===== src/rtl/svm_pkg.sv =====
`default_nettype none
package svm_pkg;
    localparam int DefMaxVoices   = 16;
    localparam int DefNumSounds   = 64;
    localparam int DefSampleDepth = 65536;

    localparam int ActW  = 3;
    localparam int IdW   = 6;
    localparam int AddrW = 16;
    localparam int SmpW  = 16;
    localparam int BaseW = 16;
    localparam int LenW  = 17;
    localparam int StW   = 2;
    localparam int MixW  = 20;
    localparam int CntW  = 5;

    localparam logic [ActW-1:0] ACT_WRITE  = 3'd0;
    localparam logic [ActW-1:0] ACT_DEFINE = 3'd1;
    localparam logic [ActW-1:0] ACT_PLAY   = 3'd2;
    localparam logic [ActW-1:0] ACT_STOP   = 3'd3;
    localparam logic [ActW-1:0] ACT_TICK   = 3'd4;
    localparam logic [ActW-1:0] ACT_CLEAR  = 3'd5;

    localparam logic [StW-1:0] ST_OK   = 2'd0;
    localparam logic [StW-1:0] ST_BAD  = 2'd1;
    localparam logic [StW-1:0] ST_FULL = 2'd2;

    localparam logic [LenW-1:0] LEN_LIMIT = 17'd65536;

    typedef struct packed {
        logic [ActW-1:0]  action;
        logic [IdW-1:0]   sound_id;
        logic [AddrW-1:0] sample_address;
        logic [SmpW-1:0]  sample_value;
        logic [BaseW-1:0] sound_base;
        logic [LenW-1:0]  sound_length;
    } item_t;
endpackage
`default_nettype wire


===== src/rtl/svm_front.sv =====
`default_nettype none
module svm_front (
    input  wire logic          clk,
    input  wire logic          rst_n,
    input  wire logic          in_valid,
    output logic               in_stall,
    input  wire svm_pkg::item_t in_item,
    output logic               q_valid,
    input  wire logic          q_pop,
    output svm_pkg::item_t     q_item
);
    import svm_pkg::*;

    // two-entry queue of accepted items, length saturated on entry
    item_t         mem_reg [2];
    logic          wp_reg, rp_reg;
    logic [1:0]    cnt_reg;
    item_t         fixed;
    logic          push;

    always_comb
    begin
        fixed = in_item;
        if (in_item.sound_length > LEN_LIMIT)
        begin
            fixed.sound_length = LEN_LIMIT;
        end
    end

    assign in_stall = (cnt_reg == 2'd2);
    assign push     = in_valid && !in_stall;
    assign q_valid  = (cnt_reg != 2'd0);
    assign q_item   = mem_reg[rp_reg];

    always_ff @(posedge clk)
    begin
        if (push)
        begin
            mem_reg[wp_reg] <= fixed;
        end
    end

    // advance pointers and count
    always_ff @(posedge clk or negedge rst_n)
    begin
        if (!rst_n)
        begin
            wp_reg  <= 1'b0;
            rp_reg  <= 1'b0;
            cnt_reg <= 2'd0;
        end
        else
        begin
            if (push)
            begin
                wp_reg <= ~wp_reg;
            end
            if (q_pop)
            begin
                rp_reg <= ~rp_reg;
            end
            cnt_reg <= cnt_reg + {1'b0, push} - {1'b0, q_pop};
        end
    end
endmodule
`default_nettype wire


===== config.mk =====
export PLATFORM = sky130hd
export DESIGN_NAME = svm_front
export DESIGN_NICKNAME = d
export VERILOG_FILES = /design/src/rtl/svm_pkg.sv /design/src/rtl/svm_front.sv
export SDC_FILE = /design/constraint.sdc
export NUM_CORES = 1
export LEC_CHECK = 0
export ABC_AREA = 1
export BUFFER_PORTS_ARGS = -buffer_cell sky130_fd_sc_hd__buf_2
export CORE_MARGIN = 5
export CORE_UTILIZATION = 53
export DETAILED_ROUTE_END_ITERATION = 7
export GPL_ROUTABILITY_DRIVEN = 0
export HOLD_SLACK_MARGIN = 0.15
export PLACE_DENSITY = 0.8
export SYNTH_ARGS = -nofsm -noshare
export SYNTH_HDL_FRONTEND = slang
export SYNTH_SLANG_ARGS = --single-unit

===== constraint.sdc =====
create_clock -name clk -period 5.06 [get_ports clk]
set_clock_uncertainty 0.1 [all_clocks]
set_input_delay 0.253 -clock clk [delete_from_list [all_inputs] [get_ports clk]]
set_output_delay 0.253 -clock clk [all_outputs]
set_load 0.01 [all_outputs]

==> impl_metrics.env <==
export IMPL_final_period_utilization_pct=56.6
export IMPL_crit_type="reg2out"
export IMPL_synth_cells=299
export IMPL_hold_viol=0
export IMPL_preCtsSetupSlack_ns=2.56
export IMPL_slew_viol_final=0
export IMPL_routed_via_density=4.91
export IMPL_first_iter_violations=115
export IMPL_ys_warn_count=0
export IMPL_die_width_um=116
export IMPL_drcViolationCount=0
export IMPL_die_h_um=116
export IMPL_finalInstanceArea_sq_um=8230
export IMPL_cap_viol_max_count=0
export IMPL_path_clk_slew_ns=0.06
export IMPL_antenna_found_initial=1
export IMPL_start_kind="register"
export IMPL_synth_area_sq_um=6000
export IMPL_layout_drive_gt1_share_pct=50.7
export IMPL_routed_wl_um=11900
export IMPL_fmax_ghz=0.349
export IMPL_synth_cell_types=20
export IMPL_post_route_util_pct=74.9
export IMPL_largest_reg_flops=148
export IMPL_cpMaxStageDelayCell="dfrtp_4"
export IMPL_tns_ns=0
export IMPL_crit_chain="buf_4 -> mux2_2 -> buf_2"
export IMPL_ir_drop_mv=0.268
export IMPL_setup_slack_ns=2.19
export IMPL_first_pass_iters=4
export IMPL_cts_buffer_depth=2
export IMPL_ys_seq_area_share_pct=75.7
export IMPL_drtAntennaViolNets=0
export IMPL_slew_headroom_pct=35.8
export IMPL_grt_pass1_vias=3716
export IMPL_fin_nets=619
export IMPL_io_pins=154
export IMPL_initial_utilization_pct=54.7
export IMPL_powerDensity_nw_per_um2=532
export IMPL_numCtsBuffers=17
export IMPL_tritoncts="yes"
export IMPL_arrival_ns=2.51
export IMPL_critPathCaptureType="output port"
export IMPL_status="completed"
export IMPL_worst_slew_pin_slew_ns=0.961
export IMPL_grt_pass1_wl_um=18400
export IMPL_post_cts_buffers=0
export IMPL_die_area_sq_um=13600
export IMPL_grt_usage_pct=18.3
export IMPL_critPathMaxStageDelay_ns=0.97
export IMPL_whs_ns=0.226
export IMPL_cp_top_family="flip-flops"
export IMPL_io_buffers=153
export IMPL_syn_area_per_cell_sq_um=20.1
export IMPL_syn_to_final_growth_pct=37.0
export IMPL_dpl_cell_area_sq_um=6890
export IMPL_htreeDepth=4
export IMPL_power_leakage_nw=3.34
export IMPL_design_core_area_sq_um=11000
export IMPL_crit_buf_inv=2
export IMPL_cts_sinks=152
export IMPL_rsz0062_at_grt="false"
export IMPL_routedWlPerCell_um=17.1
export IMPL_crit_path_max_fanout=47
export IMPL_period_needed_ns=2.87
export IMPL_num_fill_cells=631
export IMPL_vias=3404
export IMPL_yosys_register_bits=152
export IMPL_worstPathRequired_ns=4.71
export IMPL_hpwl_um=7310
export IMPL_num_rows=38
export IMPL_grt_max_degree=48
export IMPL_setup_viol=0
export IMPL_overflow=0
export IMPL_clk_latency_ns=0.41
export IMPL_syn_nets=379
export IMPL_holdCritPathClass="in2reg"
export IMPL_cts_root_buf="clkbuf_16"
synthesized netlist by cell type, drive strengths merged:
cell type | n | share of area, %
inv | 19 | 1.2
buf | 11 | 1.6
xnor2 | 1 | 0.15
mux2 | 74 | 17
edfxtp | 148 | 74
nor2 | 13 | 0.90
dfrtp | 4 | 1.7
or2 | 1 | 0.10
a21oi | 16 | 2.0
clkbuf | 1 | 0.062
xor2 | 3 | 0.44
nand2 | 5 | 0.35
o21ai | 1 | 0.15
ha | 2 | 0.42
stage by stage:
stage          power, mW  cells
2_1_floorplan       2.76    299
3_3_place_gp        3.14    583
3_5_place_dp        3.17    583
4_1_cts             4.42    692
5_1_grt             4.58    693
6_report            4.38    693
report_power, final:
| part | leakage (nW) | total [mW] | internal [mW] | switching (mW) |
|---|---|---|---|---|
| Combinational | 1.64 | 1.29 | 0.675 | 0.611 |
| Sequential | 1.43 | 1.90 | 1.73 | 0.170 |
| Clock | 0.277 | 1.19 | 0.687 | 0.505 |
cell families after synthesis:
group	Yosys count	synth area share, %
xor+xnor	4	0.584
fa+ha+maj	2	0.417
mux	74	17.0
simple gates	19	1.35
flops	152	75.7
compound gates	17	2.11
buf+inv	31	2.83
worst register-to-register path, stage by stage (launching register included):
cell	delay (ns)
dfrtp_1	0.37
inv_1	0.11
o21ai_2	0.13
nor2_4	0.75
buf_4	0.62
placed cells by master, fill, tap and decap left out, types with 4 or more instances in the layout:
cell type,count
inv_6,6
inv_1,19
edfxtp_1,148
a21oi_2,10
mux2_2,24
a21oi_1,6
clkbuf_16,17
nand2_1,4
buf_2,153
mux2_4,50
dlygate4sd3_1,77
nor2_1,9
per-layer routing:
layer / share of wire [%] / GRT usage [%] / vias to the layer above / wire length, um
met5: 0 / 0 / - / 0
met2: 51 / 31.2 / 142 / 6010
met1: 38 / 21.2 / 1625 / 4530
met3: 8.8 / 6.42 / 23 / 1050
met4: 2.3 / 7.19 / 0 / 267
li1: - / - / 1614 / -
repair_timing:
item / CTS / global route
hold buffers: 77 / 0
hold endpoints to repair: 152 / 0
resized for setup: 0 / 0
worst paths after layout:
kind / from / slack, ns / endpoint / cells after the start
worst max-delay path: rp_reg / 2.19 / q_item[61] / 3
worst min-delay path: in_item[16] / 0.23 / mem_reg[0][16] / 1
worst max register to register: cnt_reg[1] / 2.60 / mem_reg[1][42] / 4
worst min register to register: cnt_reg[0] / 0.49 / cnt_reg[0] / 1
max in group asynchronous: rst_n / 4.00 / rp_reg / 3
min in group asynchronous: rst_n / 0.66 / wp_reg / 3
layout make-up:
class	count	area (sq um)	share of cell area [%]
flip-flops and latches	152	4550	55.3
diodes	1	2.50	0.0304
clock inverters	15	141	1.72
well taps	140	175	2.13
multi-input cells	116	1300	15.8
clock buffers	17	425	5.17
inverters	19	71.3	0.867
repair buffers	233	1560	19.0
No activity file was read; power rests on OpenSTA's default activity.
